--- src/rtl/ovq_pkg.sv ---
`default_nettype none

package ovq_pkg;

	localparam int DEPTH      = 64;
	localparam int STAMP_BITS = 32;

	localparam int IDX_W      = $clog2(DEPTH);
	localparam int CNT_W      = $clog2(DEPTH + 1);
	localparam int ID_W       = 16;
	localparam int PORT_STAMP_W = 32;
	localparam int OP_W       = 2;
	localparam int KIND_W     = 3;
	localparam int CAP_W      = 7;
	localparam int POL_W      = 2;
	localparam int LFSR_W     = 16;
	localparam int CFG_IDX_W  = 2;
	localparam int CFG_DATA_W = 16;

	localparam logic [LFSR_W-1:0] LFSR_MASK = 16'hB400;
	localparam logic [CAP_W-1:0]  CAP_RESET = 7'd16;

	// operation codes
	localparam logic [OP_W-1:0] OP_ENQ  = 2'd0;
	localparam logic [OP_W-1:0] OP_DEQ  = 2'd1;
	localparam logic [OP_W-1:0] OP_DONE = 2'd2;

	// result kinds
	localparam logic [KIND_W-1:0] KIND_ACCEPTED   = 3'd0;
	localparam logic [KIND_W-1:0] KIND_DROPPED    = 3'd1;
	localparam logic [KIND_W-1:0] KIND_DISPATCHED = 3'd2;
	localparam logic [KIND_W-1:0] KIND_RETRY      = 3'd3;
	localparam logic [KIND_W-1:0] KIND_EMPTY      = 3'd4;
	localparam logic [KIND_W-1:0] KIND_COMPLETED  = 3'd5;
	localparam logic [KIND_W-1:0] KIND_NO_SERVICE = 3'd6;

	// overload policies
	localparam logic [POL_W-1:0] POL_BLOCK  = 2'd0;
	localparam logic [POL_W-1:0] POL_TAIL   = 2'd1;
	localparam logic [POL_W-1:0] POL_HEAD   = 2'd2;
	localparam logic [POL_W-1:0] POL_RANDOM = 2'd3;

	// configuration register indexes
	localparam logic [CFG_IDX_W-1:0] REG_CAPACITY = 2'd0;
	localparam logic [CFG_IDX_W-1:0] REG_POLICY   = 2'd1;
	localparam logic [CFG_IDX_W-1:0] REG_SEED     = 2'd2;

	typedef struct packed {
		logic [ID_W-1:0]       id;
		logic [STAMP_BITS-1:0] stamp;
		logic                  mark;
	} entry_t;

	typedef enum logic [2:0] {
		CM_HOLD,
		CM_SHIFT,
		CM_ROTATE,
		CM_PUSH,
		CM_MARK
	} cell_mode_t;

	typedef struct packed {
		cell_mode_t       mode;
		logic [CNT_W-1:0] last;
		logic [CNT_W-1:0] target;
	} cell_ctl_t;

	// clamp capacity into 1..DEPTH
	function automatic logic [CNT_W-1:0] cap_limit(input logic [CAP_W-1:0] cap);
		int c;
		c = int'(cap);
		if (c == 0)
			c = 1;
		if (c > DEPTH)
			c = DEPTH;
		return CNT_W'(c);
	endfunction

	function automatic logic [LFSR_W-1:0] lfsr_step(input logic [LFSR_W-1:0] s);
		logic [LFSR_W-1:0] n;
		n = s >> 1;
		if (s[0])
			n = n ^ LFSR_MASK;
		return n;
	endfunction

endpackage

`default_nettype wire

--- src/rtl/ovq_rem.sv ---
`default_nettype none

module ovq_rem (
	input  wire logic                        clk,
	input  wire logic                        arst_n,
	input  wire logic                        start,
	input  wire logic [ovq_pkg::LFSR_W-1:0]  dividend,
	input  wire logic [ovq_pkg::CNT_W-1:0]   divisor,
	output logic                             done,
	output logic [ovq_pkg::CNT_W-1:0]        rem
);

	localparam int STEP_W = $clog2(ovq_pkg::LFSR_W + 1);

	logic                          busy_q;
	logic                          done_q;
	logic [STEP_W-1:0]             cnt_q;
	logic [ovq_pkg::LFSR_W-1:0]    dvd_q;
	logic [ovq_pkg::CNT_W-1:0]     dsr_q;
	logic [ovq_pkg::CNT_W-1:0]     rem_q;
	logic [ovq_pkg::CNT_W:0]       trial;
	logic [ovq_pkg::CNT_W:0]       diff;
	logic [ovq_pkg::CNT_W-1:0]     rem_n;

	// one restoring step per cycle, dividend msb first
	assign trial = {rem_q, dvd_q[ovq_pkg::LFSR_W-1]};
	assign diff  = trial - {1'b0, dsr_q};
	assign rem_n = (trial >= {1'b0, dsr_q}) ? diff[ovq_pkg::CNT_W-1:0]
	                                         : trial[ovq_pkg::CNT_W-1:0];

	always_ff @(posedge clk or negedge arst_n) begin
		if (!arst_n) begin
			busy_q <= 1'b0;
			done_q <= 1'b0;
			cnt_q  <= '0;
			dvd_q  <= '0;
			dsr_q  <= '0;
			rem_q  <= '0;
		end else begin
			done_q <= 1'b0;
			if (start) begin
				busy_q <= 1'b1;
				cnt_q  <= STEP_W'(ovq_pkg::LFSR_W);
				dvd_q  <= dividend;
				dsr_q  <= divisor;
				rem_q  <= '0;
			end else if (busy_q) begin
				rem_q <= rem_n;
				dvd_q <= dvd_q << 1;
				cnt_q <= cnt_q - 1'b1;
				if (cnt_q == STEP_W'(1)) begin
					busy_q <= 1'b0;
					done_q <= 1'b1;
				end
			end
		end
	end

	assign done = done_q;
	assign rem  = rem_q;

	a_rem_below_divisor: assert property (@(posedge clk) disable iff (!arst_n)
		done_q |-> rem_q < dsr_q)
		else $error("remainder not below divisor");

endmodule

`default_nettype wire

--- config.mk ---
export PLATFORM = sky130hd
export DESIGN_NAME = ovq_rem
export DESIGN_NICKNAME = d
export VERILOG_FILES = /design/src/rtl/ovq_pkg.sv /design/src/rtl/ovq_rem.sv
export SDC_FILE = /design/constraint.sdc
export NUM_CORES = 1
export LEC_CHECK = 0
export BUFFER_PORTS_ARGS = -buffer_cell sky130_fd_sc_hd__buf_2
export CAP_MARGIN = 10
export CORE_ASPECT_RATIO = 0.7
export CORE_MARGIN = 3
export CORE_UTILIZATION = 55
export CTS_CLUSTER_DIAMETER = 30
export DETAILED_ROUTE_END_ITERATION = 8
export GPL_TIMING_DRIVEN = 0
export PLACE_DENSITY_LB_ADDON = 0.15
export SETUP_SLACK_MARGIN = 0.2
export SLEW_MARGIN = 20
export SYNTH_ARGS = -nofsm -noshare
export SYNTH_HDL_FRONTEND = slang
export SYNTH_SLANG_ARGS = --single-unit
--- constraint.sdc ---
create_clock -name clk -period 2.3 [get_ports clk]
set_input_delay 0.23 -clock clk [delete_from_list [all_inputs] [get_ports clk]]
set_output_delay 0.23 -clock clk [all_outputs]
set_load 0.005 [all_outputs]
==> run_results.csv <==
group,metric,value,unit
run_status,outcome,"completed",
job,cap_violations,0,
synthesis,synthCells,206,
synthesis,syn-cell-area,2020,um^2
die,rows,17,
sta,setup_viol,0,
cells_and_area,stdcell_count,297,
synthesis,synthTopCellsByCount,"dfrtp_1, nand2_1, o21ai_0",
clock_network,cts_buffers,5,
power,p_per_area,1110,nW/um^2
cells_and_area,layout.nets,286,
grt,antenna_found_initial,0,
die,die-area,4440,um^2
die,core,3320,um^2
setup_path,crit_chain,"ha_4 -> a211oi_2 -> nand2_1 -> or3_1 -> buf_6 -> mux2i_1 -> a211oi_1",
synthesis,async_flop_share,100,%
place,dpl.cell_count,286,
route,routed_wirelength,4.30,mm
sta,grt_setup_unrepaired,"true",
sta,final.min_clock_period,2.11,ns
die,start_util,60.7,%
clock_network,clock_path_buffers,2,
synthesis,ys_warn_count,0,
grt,grt_use_met3,6.25,%
setup_path,path_max_fanout,8,
clock_network,cts_hold_buf,0,
route,drt_drc_violations_left,0,
setup_path,slowest_stage,"dfrtp_1",
cells_and_area,area_growth_syn_to_layout,21.3,%
synthesis,synth_edf_count,0,
grt,grt_usage,22.1,%
sta,finalSetupTns,0,ns
sta,slew_viol_final,0,
grt,grt_pass1_vias,1593,
route,antenna_left,0,
grt,grt_pass1_wl,7.45,mm
power,leakagePower,1.23,nW
cells_and_area,antenna_cells,0,
synthesis,yosysTopAreaCell,"dfrtp_1",
route,vias,1585,
place,portBuffers,33,
synthesis,seq_area_frac_synth,45.9,%
sta,fin_crit_sh,92.0,%
power,irDropWorstVdd,0.660,mV
route,drtIter0Drc,89,
cells_and_area,drive_gt1_share,27.2,%
setup_path,critPathLaunchType,"register",
power,power,2.71,mW
clock_network,cts.reportedPaths.clkPinSlew,0.07,ns
place,gp_congestion,0.805,
clock_network,cts_tree,"done",
synthesis,yosys.cell_count.top_type,"dfrtp_1",
clock_network,insertion_delay,0.29,ns
place,dp.final_hpwl,3.00,mm
synthesis,synth_area_leaders,"dfrtp_1, mux2i_1, o21ai_0",
synthesis,synth.distinct_cells,35,
setup_path,cp_slowest_stage_delay,0.44,ns
clock_network,clock_sinks,37,
setup_path,critPathBufInv,1,
sta,maxSlewHeadroom,47.1,%
die,die_w,78.4,um
sta,timing.fmax,473,MHz
sta,finalHoldViolations,0,
grt,grt_max_degree,38,
clock_network,cts_root_buf,"clkbuf_8",
die,die_h,56.7,um
setup_path,required,2.50,ns
grt,use_met2,32.7,%
worst_hold_path,holdCritPathClass,"in2async",
synthesis,avgSynthCellArea,9.78,um^2
setup_path,arrival,2.31,ns
route,post_drt_wl_per_cell,14.5,um
synthesis,synth.net_count,242,
sta,tightest_slew,0.794,ns
grt,grt_remaining_overflow,0,
grt,met1_usage,31.3,%
setup_path,critPathKind,"reg2reg",
sta,clock_skew,0.00707,ns
setup_path,cpLargestDelayFamily,"simple AND/OR/NAND/NOR gates",
route,drt_pass1_iterations,4,
synthesis,yosys.area.top_type_share,45.9,%
clock_network,htreeDepth,2,
setup_path,cp-end-kind,"register",
cells_and_area,final_util,73.7,%
grt,grt-busiest-layer,"met2",
die,pin_count,34,
synthesis,ys_seq_elements,37,
synthesis,synth_flop_cell,"dfrtp_1",
route,vias_per_cell,5.34,
[kinds of logic after synthesis]
| group | share of synthesized area (%) |
|---|---|
| buffers and inverters | 4.78 |
| muxes | 11.3 |
| adders and majority gates | 6.58 |
| xor gates and xnor gates | 3.04 |
| AOI/OAI and AO/OA | 13.8 |
| and+or+nand+nor | 14.6 |
| DFF | 45.9 |
[final cells by class]
class | instances | area (um^2)
buffer | 11 | 51.3
tap | 47 | 58.8
timing repair buffer | 37 | 195
inverter | 12 | 45.0
sequential | 37 | 926
multi-input combinational | 146 | 1080
clock buffer | 7 | 86.3
fill | 255 | 873
[cell usage in the layout, fill, tap and decap left out, types with 3 or more instances in the layout]
cell type   n
dfrtp_1    37
buf_2      35
nand2_1    28
o21ai_0    25
mux2i_1    19
nor2_1     15
inv_1      10
clkbuf_1    8
ha_1        7
clkbuf_8    6
nand2b_1    4
a21oi_1     4
a211oi_1    4
xnor2_1     4
buf_4       4
a211oi_2    3
xor2_1      3
[power breakdown]
part	leakage, nW	total (mW)	switching (mW)	internal, mW
combinational	0.731	1.35	0.685	0.665
sequential	0.458	0.900	0.116	0.784
clock	0.0443	0.459	0.221	0.238
[routing by layer]
layer  part of all wire (%)  up-vias
li1                       -      802
met1                     49      734
met2                     44       42
met3                    5.4        7
met4                    1.3        0
met5                      0        -
[flip-flops by register name, indices dropped and copies added, names as in the netlist]
name	flops
dsr_q	7
rem	7
busy_q	1
done	1
dvd_q	16
cnt_q	5
[timing repair]
action | CTS | global route
cloned | 0 | 0
setup endpoints to repair | 7 | 7
pin swaps | 10 | 9
resized for setup | 11 | 8
setup buffers | 2 | 2
[through the flow]
step / worst slack, ns / cell area [um^2] / hold WS, ns
after floorplan: 0.240 / 2020 / -0.0656
after global placement: 0.0867 / 2240 / 0.364
after detailed placement: 0.0585 / 2240 / 0.370
after CTS: 0.130 / 2400 / 0.0549
after global routing: 0.114 / 2440 / 0.0999
final: 0.185 / 2440 / 0.0198
[worst paths after layout]
| check | start | endpoint | slack (ns) | cells past startpoint |
|---|---|---|---|---|
| min reg2reg | dsr_q[0] | dsr_q[0] | 0.52 | 1 |
| min in group clk | dividend[7] | dvd_q[7] | 0.14 | 3 |
| max in group asynchronous | arst_n | dvd_q[14] | 1.77 | 1 |
| max reg2reg | rem[5] | rem[2] | 0.19 | 7 |
| min | arst_n | dsr_q[5] | 0.02 | 1 |
| max | rem[5] | rem[2] | 0.19 | 7 |
Power figures use the tool's default switching activity.
