`config.mk`:
```
export PLATFORM = sky130hd
export DESIGN_NAME = ovq_cell
export DESIGN_NICKNAME = d
export VERILOG_FILES = /design/src/rtl/ovq_pkg.sv /design/src/rtl/ovq_cell.sv
export SDC_FILE = /design/constraint.sdc
export NUM_CORES = 1
export LEC_CHECK = 0
export CORE_AREA = 2 2 86 88
export CTS_CLUSTER_SIZE = 20
export DETAILED_ROUTE_END_ITERATION = 6
export DIE_AREA = 0 0 88 90
export DONT_BUFFER_PORTS = 1
export SYNTH_ARGS = -nofsm -noshare
export SYNTH_HDL_FRONTEND = slang
export SYNTH_SLANG_ARGS = --single-unit
```
`constraint.sdc`:
```
create_clock -name clk -period 0.86 [get_ports clk]
set_clock_uncertainty 0.15 [all_clocks]
set_input_delay 0.129 -clock clk [delete_from_list [all_inputs] [get_ports clk]]
set_output_delay 0.129 -clock clk [all_outputs]
set_load 0.01 [all_outputs]
```
`src/rtl/ovq_pkg.sv`:
```
`default_nettype none

package ovq_pkg;

	localparam int DEPTH      = 64;
	localparam int STAMP_BITS = 32;

	localparam int IDX_W      = $clog2(DEPTH);
	localparam int CNT_W      = $clog2(DEPTH + 1);
	localparam int ID_W       = 16;
	localparam int PORT_STAMP_W = 32;
	localparam int OP_W       = 2;
	localparam int KIND_W     = 3;
	localparam int CAP_W      = 7;
	localparam int POL_W      = 2;
	localparam int LFSR_W     = 16;
	localparam int CFG_IDX_W  = 2;
	localparam int CFG_DATA_W = 16;

	localparam logic [LFSR_W-1:0] LFSR_MASK = 16'hB400;
	localparam logic [CAP_W-1:0]  CAP_RESET = 7'd16;

	// operation codes
	localparam logic [OP_W-1:0] OP_ENQ  = 2'd0;
	localparam logic [OP_W-1:0] OP_DEQ  = 2'd1;
	localparam logic [OP_W-1:0] OP_DONE = 2'd2;

	// result kinds
	localparam logic [KIND_W-1:0] KIND_ACCEPTED   = 3'd0;
	localparam logic [KIND_W-1:0] KIND_DROPPED    = 3'd1;
	localparam logic [KIND_W-1:0] KIND_DISPATCHED = 3'd2;
	localparam logic [KIND_W-1:0] KIND_RETRY      = 3'd3;
	localparam logic [KIND_W-1:0] KIND_EMPTY      = 3'd4;
	localparam logic [KIND_W-1:0] KIND_COMPLETED  = 3'd5;
	localparam logic [KIND_W-1:0] KIND_NO_SERVICE = 3'd6;

	// overload policies
	localparam logic [POL_W-1:0] POL_BLOCK  = 2'd0;
	localparam logic [POL_W-1:0] POL_TAIL   = 2'd1;
	localparam logic [POL_W-1:0] POL_HEAD   = 2'd2;
	localparam logic [POL_W-1:0] POL_RANDOM = 2'd3;

	// configuration register indexes
	localparam logic [CFG_IDX_W-1:0] REG_CAPACITY = 2'd0;
	localparam logic [CFG_IDX_W-1:0] REG_POLICY   = 2'd1;
	localparam logic [CFG_IDX_W-1:0] REG_SEED     = 2'd2;

	typedef struct packed {
		logic [ID_W-1:0]       id;
		logic [STAMP_BITS-1:0] stamp;
		logic                  mark;
	} entry_t;

	typedef enum logic [2:0] {
		CM_HOLD,
		CM_SHIFT,
		CM_ROTATE,
		CM_PUSH,
		CM_MARK
	} cell_mode_t;

	typedef struct packed {
		cell_mode_t       mode;
		logic [CNT_W-1:0] last;
		logic [CNT_W-1:0] target;
	} cell_ctl_t;

	// clamp capacity into 1..DEPTH
	function automatic logic [CNT_W-1:0] cap_limit(input logic [CAP_W-1:0] cap);
		int c;
		c = int'(cap);
		if (c == 0)
			c = 1;
		if (c > DEPTH)
			c = DEPTH;
		return CNT_W'(c);
	endfunction

	function automatic logic [LFSR_W-1:0] lfsr_step(input logic [LFSR_W-1:0] s);
		logic [LFSR_W-1:0] n;
		n = s >> 1;
		if (s[0])
			n = n ^ LFSR_MASK;
		return n;
	endfunction

endpackage

`default_nettype wire

```
`src/rtl/ovq_cell.sv`:
```
`default_nettype none

module ovq_cell (
	input  wire logic                       clk,
	input  wire logic                       arst_n,
	input  wire ovq_pkg::cell_ctl_t         ctl,
	input  wire logic [ovq_pkg::IDX_W-1:0]  index,
	input  wire ovq_pkg::entry_t            nxt,
	input  wire ovq_pkg::entry_t            head,
	input  wire ovq_pkg::entry_t            din,
	output ovq_pkg::entry_t                 q
);

	logic [ovq_pkg::CNT_W-1:0]      pos;
	logic [ovq_pkg::ID_W-1:0]       id_q;
	logic [ovq_pkg::STAMP_BITS-1:0] stamp_q;
	logic                           mark_q;
	ovq_pkg::entry_t                cur;
	ovq_pkg::entry_t                nd;

	assign pos = ovq_pkg::CNT_W'(index);
	assign cur = '{id: id_q, stamp: stamp_q, mark: mark_q};
	assign q   = cur;

	always_comb begin
		nd = cur;
		case (ctl.mode)
			ovq_pkg::CM_SHIFT: begin
				// move toward the head; the vacated tail slot loses its mark
				if (pos < ctl.last)
					nd = nxt;
				else if (pos == ctl.last)
					nd.mark = 1'b0;
			end
			ovq_pkg::CM_ROTATE: begin
				if (pos < ctl.last)
					nd = nxt;
				else if (pos == ctl.last) begin
					nd      = head;
					nd.mark = 1'b0;
				end
			end
			ovq_pkg::CM_PUSH: begin
				if (pos == ctl.target) begin
					nd      = din;
					nd.mark = 1'b0;
				end
			end
			ovq_pkg::CM_MARK: begin
				if (pos == ctl.target)
					nd.mark = 1'b1;
			end
			default: ;
		endcase
	end

	always_ff @(posedge clk) begin
		id_q    <= nd.id;
		stamp_q <= nd.stamp;
	end

	always_ff @(posedge clk or negedge arst_n) begin
		if (!arst_n)
			mark_q <= 1'b0;
		else
			mark_q <= nd.mark;
	end

endmodule

`default_nettype wire

```
==> results.sh <==
export IMPL_ir_drop_uv=597
export IMPL_hold_viol=47
export IMPL_dp_hpwl_mm=5.88
export IMPL_async_reset_ff_frac=0.0204
export IMPL_cp_required_ns=0.75
export IMPL_core_area_mm2=0.00702
export IMPL_start_util=0.402
export IMPL_clk_latency_ns=0.29
export IMPL_syn_area_mm2=0.00282
export IMPL_synth_top_family_by_area="compound AO/OA/AOI/OAI gates"
export IMPL_setup_viol=146
export IMPL_num_rows=31
export IMPL_dieArea_mm2=0.00792
export IMPL_synthFlopType="edfxtp_1"
export IMPL_cts_tree="yes"
export IMPL_setup_ws_ns=-0.763
export IMPL_clk_pin_slew_ns=0.09
export IMPL_h_tree_depth=2
export IMPL_timing_slew_headroom=0.791
export IMPL_synth_fa_ha_area_frac=0.0266
export IMPL_cp_end_kind="flop"
export IMPL_first_pass_iters=4
export IMPL_drv_cap=0
export IMPL_synth_area_top_cells="edfxtp_1 (51%), o22ai_1 (21%), a21oi_1 (8.9%)"
export IMPL_synthToLayoutAreaGrowth_pct=48.6
export IMPL_syn_avg_cell_area_um2=10.3
export IMPL_start_kind="input pin"
export IMPL_p_leak_nw=1.31
export IMPL_hold_slack_ns=-0.0698
export IMPL_drc=0
export IMPL_netlist_instances=273
export IMPL_crit_path_max_fanout=8
export IMPL_yosysSeqAreaShare=0.519
export IMPL_cpPeakStageDelay_ns=0.28
export IMPL_synthSimpleGateAreaFrac=0.0399
export IMPL_die_x_um=88
export IMPL_p_per_area_mw_per_mm2=1500
export IMPL_worst_slew_pin_slew_ns=0.313
export IMPL_muxShareOfSynthArea=0
export IMPL_min_period_over_period=1.89
export IMPL_final_core_util=0.598
export IMPL_nNetsFinal=467
export IMPL_root_buffer="clkbuf_8"
export IMPL_final_area_mm2=0.00420
export IMPL_first_global_vias=2566
export IMPL_layout_drive_gt1_share=0.509
export IMPL_wire_per_inst_um=25.3
export IMPL_cpMaxStageDelayCell="or2_4"
export IMPL_synth_xor_area_frac=0.0217
export IMPL_synth_most_common_cell="o22ai_1"
export IMPL_grt_pass1_wl_mm=12.6
export IMPL_num_io_pins=221
export IMPL_fin_tns_setup_ns=-75.13
export IMPL_grt_max_degree=29
export IMPL_drt_total_wl_mm=9.81
export IMPL_n_antenna_cell=0
export IMPL_yosysWarnings=0
export IMPL_antenna_left=0
export IMPL_synth_edff_count=48
export IMPL_yosys_top_cells_count="o22ai_1 (97), a21oi_1 (50), edfxtp_1 (48)"
export IMPL_numCtsBuffers=5
export IMPL_antenna_found_initial=0
export IMPL_max_freq_mhz=616
export IMPL_synth_top_area_frac=0.510
export IMPL_vias_per_cell=6.69
export IMPL_synth_fp_nets=451
export IMPL_grt_overflow_total=0
export IMPL_synth_ff_latch_count=49
export IMPL_ys_types=30
export IMPL_vias=2596
export IMPL_ctsHoldBuffers=2
export IMPL_outcome="finished with violations"
export IMPL_place_area_mm2=0.00313
export IMPL_track_usage=0.210
export IMPL_criticalPathCategory="in -> reg"
export IMPL_synth_compound_area_frac=0.328
export IMPL_die_y_um=90
export IMPL_holdCritPathClass="in -> reg"
export IMPL_critPathArrivalTime_ns=1.51
export IMPL_reg2reg_slack_ns=-0.10
export IMPL_crit_chain="ha_4 -> a211oi_2 -> nor3_2 -> or2_4 -> buf_12 -> buf_12 -> o22ai_2 -> a21oi_1"
export IMPL_clk_path_buf_depth=2
export IMPL_fin_crit_ns=1.62
export IMPL_place_port_buffers=0
export IMPL_yosys_area_top_type="edfxtp_1"
export IMPL_violations="negative hold slack, negative setup slack"
export IMPL_crit_top_cell="buf_12"
export IMPL_clock_sinks=49
export IMPL_preCtsSetupSlack_ns=-1.06
export IMPL_slew_viol_final=0
export IMPL_drt_initial_drc_count=164
export IMPL_rsz0062_at_grt="true"
export IMPL_gp_congestion=0.717
what timing repair did:
| action | in CTS | in global routing |
|---|---|---|
| endpoints found under the hold margin | 48 | 47 |
| setup buffers | 7 | 1 |
| pin swaps | 23 | 19 |
| cloned | 6 | 3 |
| endpoints found under the setup margin | 146 | 146 |
| resized for setup | 61 | 68 |
routing by layer:
layer / track usage / vias to the layer above / routed length (µm)
met5: 0 / - / 0
met1: 0.232 / 1259 / 3560
met4: 0.0641 / 0 / 160
li1: - / 1149 / -
met3: 0.0624 / 17 / 839
met2: 0.379 / 171 / 5250
cell usage in the layout (no fill, tap or decap), drive strengths merged:
| cell | synthesis | routed |
|---|---|---|
| inv | 7 | 7 |
| xor2 | 7 | 7 |
| nand4b | 1 | 1 |
| nand3b | 1 | 1 |
| dlygate4sd3 | 0 | 2 |
| clkbuf | 10 | 7 |
| o22ai | 97 | 97 |
| clkinvlp | 0 | 1 |
| a31o | 1 | 1 |
| nand3 | 2 | 2 |
| dfrtp | 1 | 1 |
| or2 | 1 | 1 |
| edfxtp | 48 | 48 |
| o32a | 1 | 1 |
| nor3b | 1 | 1 |
| o2111ai | 1 | 1 |
| nand2 | 2 | 2 |
| ha | 6 | 6 |
| o21ai | 1 | 1 |
| nand2b | 1 | 1 |
| a21oi | 51 | 51 |
| nor2b | 1 | 1 |
| clkinv | 0 | 1 |
| a211oi | 1 | 1 |
| nor3 | 5 | 5 |
| buf | 19 | 34 |
| nor2 | 6 | 6 |
| a22oi | 1 | 1 |
registers in the layout (all words and copies together), names as in the netlist:
signal and cells:
stamp_q 32, id_q 16, mark_q 1
cells by family (layout without fill, tap and decap cells):
logic type / after synthesis / in the layout
XOR/XNOR: 7 / 7
AO/OA/AOI/OAI: 154 / 154
flip-flops: 49 / 49
adder cells (fa/ha/maj): 6 / 6
AND/OR/NAND/NOR: 21 / 21
buffers and inverters: 36 / 52
power breakdown:
group          total [mW]  switching (mW)  leakage [nW]  internal (mW)
sequential           3.23           0.252         0.456           2.98
clock                1.26           0.715        0.0377          0.547
combinational        1.80           0.829         0.813          0.973
total                6.29            1.80          1.31           4.50
area by class of cell:
type / instances / area (µm²)
fill: 531 / 2820
multi-input combinational: 188 / 1870
sequential: 49 / 1470
timing repair buffer: 38 / 622
tap: 99 / 124
clock buffer: 5 / 68.8
inverter: 7 / 36.3
clock inverter: 2 / 11.3
critical path: cells and delay by family:
kind,cells,cell delay [ns]
AND/OR/NAND/NOR,2,0.37
adder cells (fa/ha/maj),1,0.22
AO/OA/AOI/OAI,3,0.48
buffers and inverters,2,0.30
worst paths after layout:
| check | startpoint | to | depth (start not counted) |
|---|---|---|---|
| max in group asynchronous | arst_n | mark_q | 2 |
| hold reg to reg | mark_q | mark_q | 2 |
| min in group asynchronous | arst_n | mark_q | 2 |
| setup / recovery | index[4] | stamp_q[9] | 8 |
| hold / removal | head[24] | stamp_q[23] | 2 |
| setup reg to reg | mark_q | mark_q | 2 |
metrics by stage:
step           total power [mW]  std cells
4_1_cts                    6.02        385
5_1_grt                    6.56        388
3_3_place_gp               4.32        363
6_report                   6.29        388
3_5_place_dp               4.36        363
2_1_floorplan              4.05        273
No activity file was read; power rests on OpenSTA's default activity.
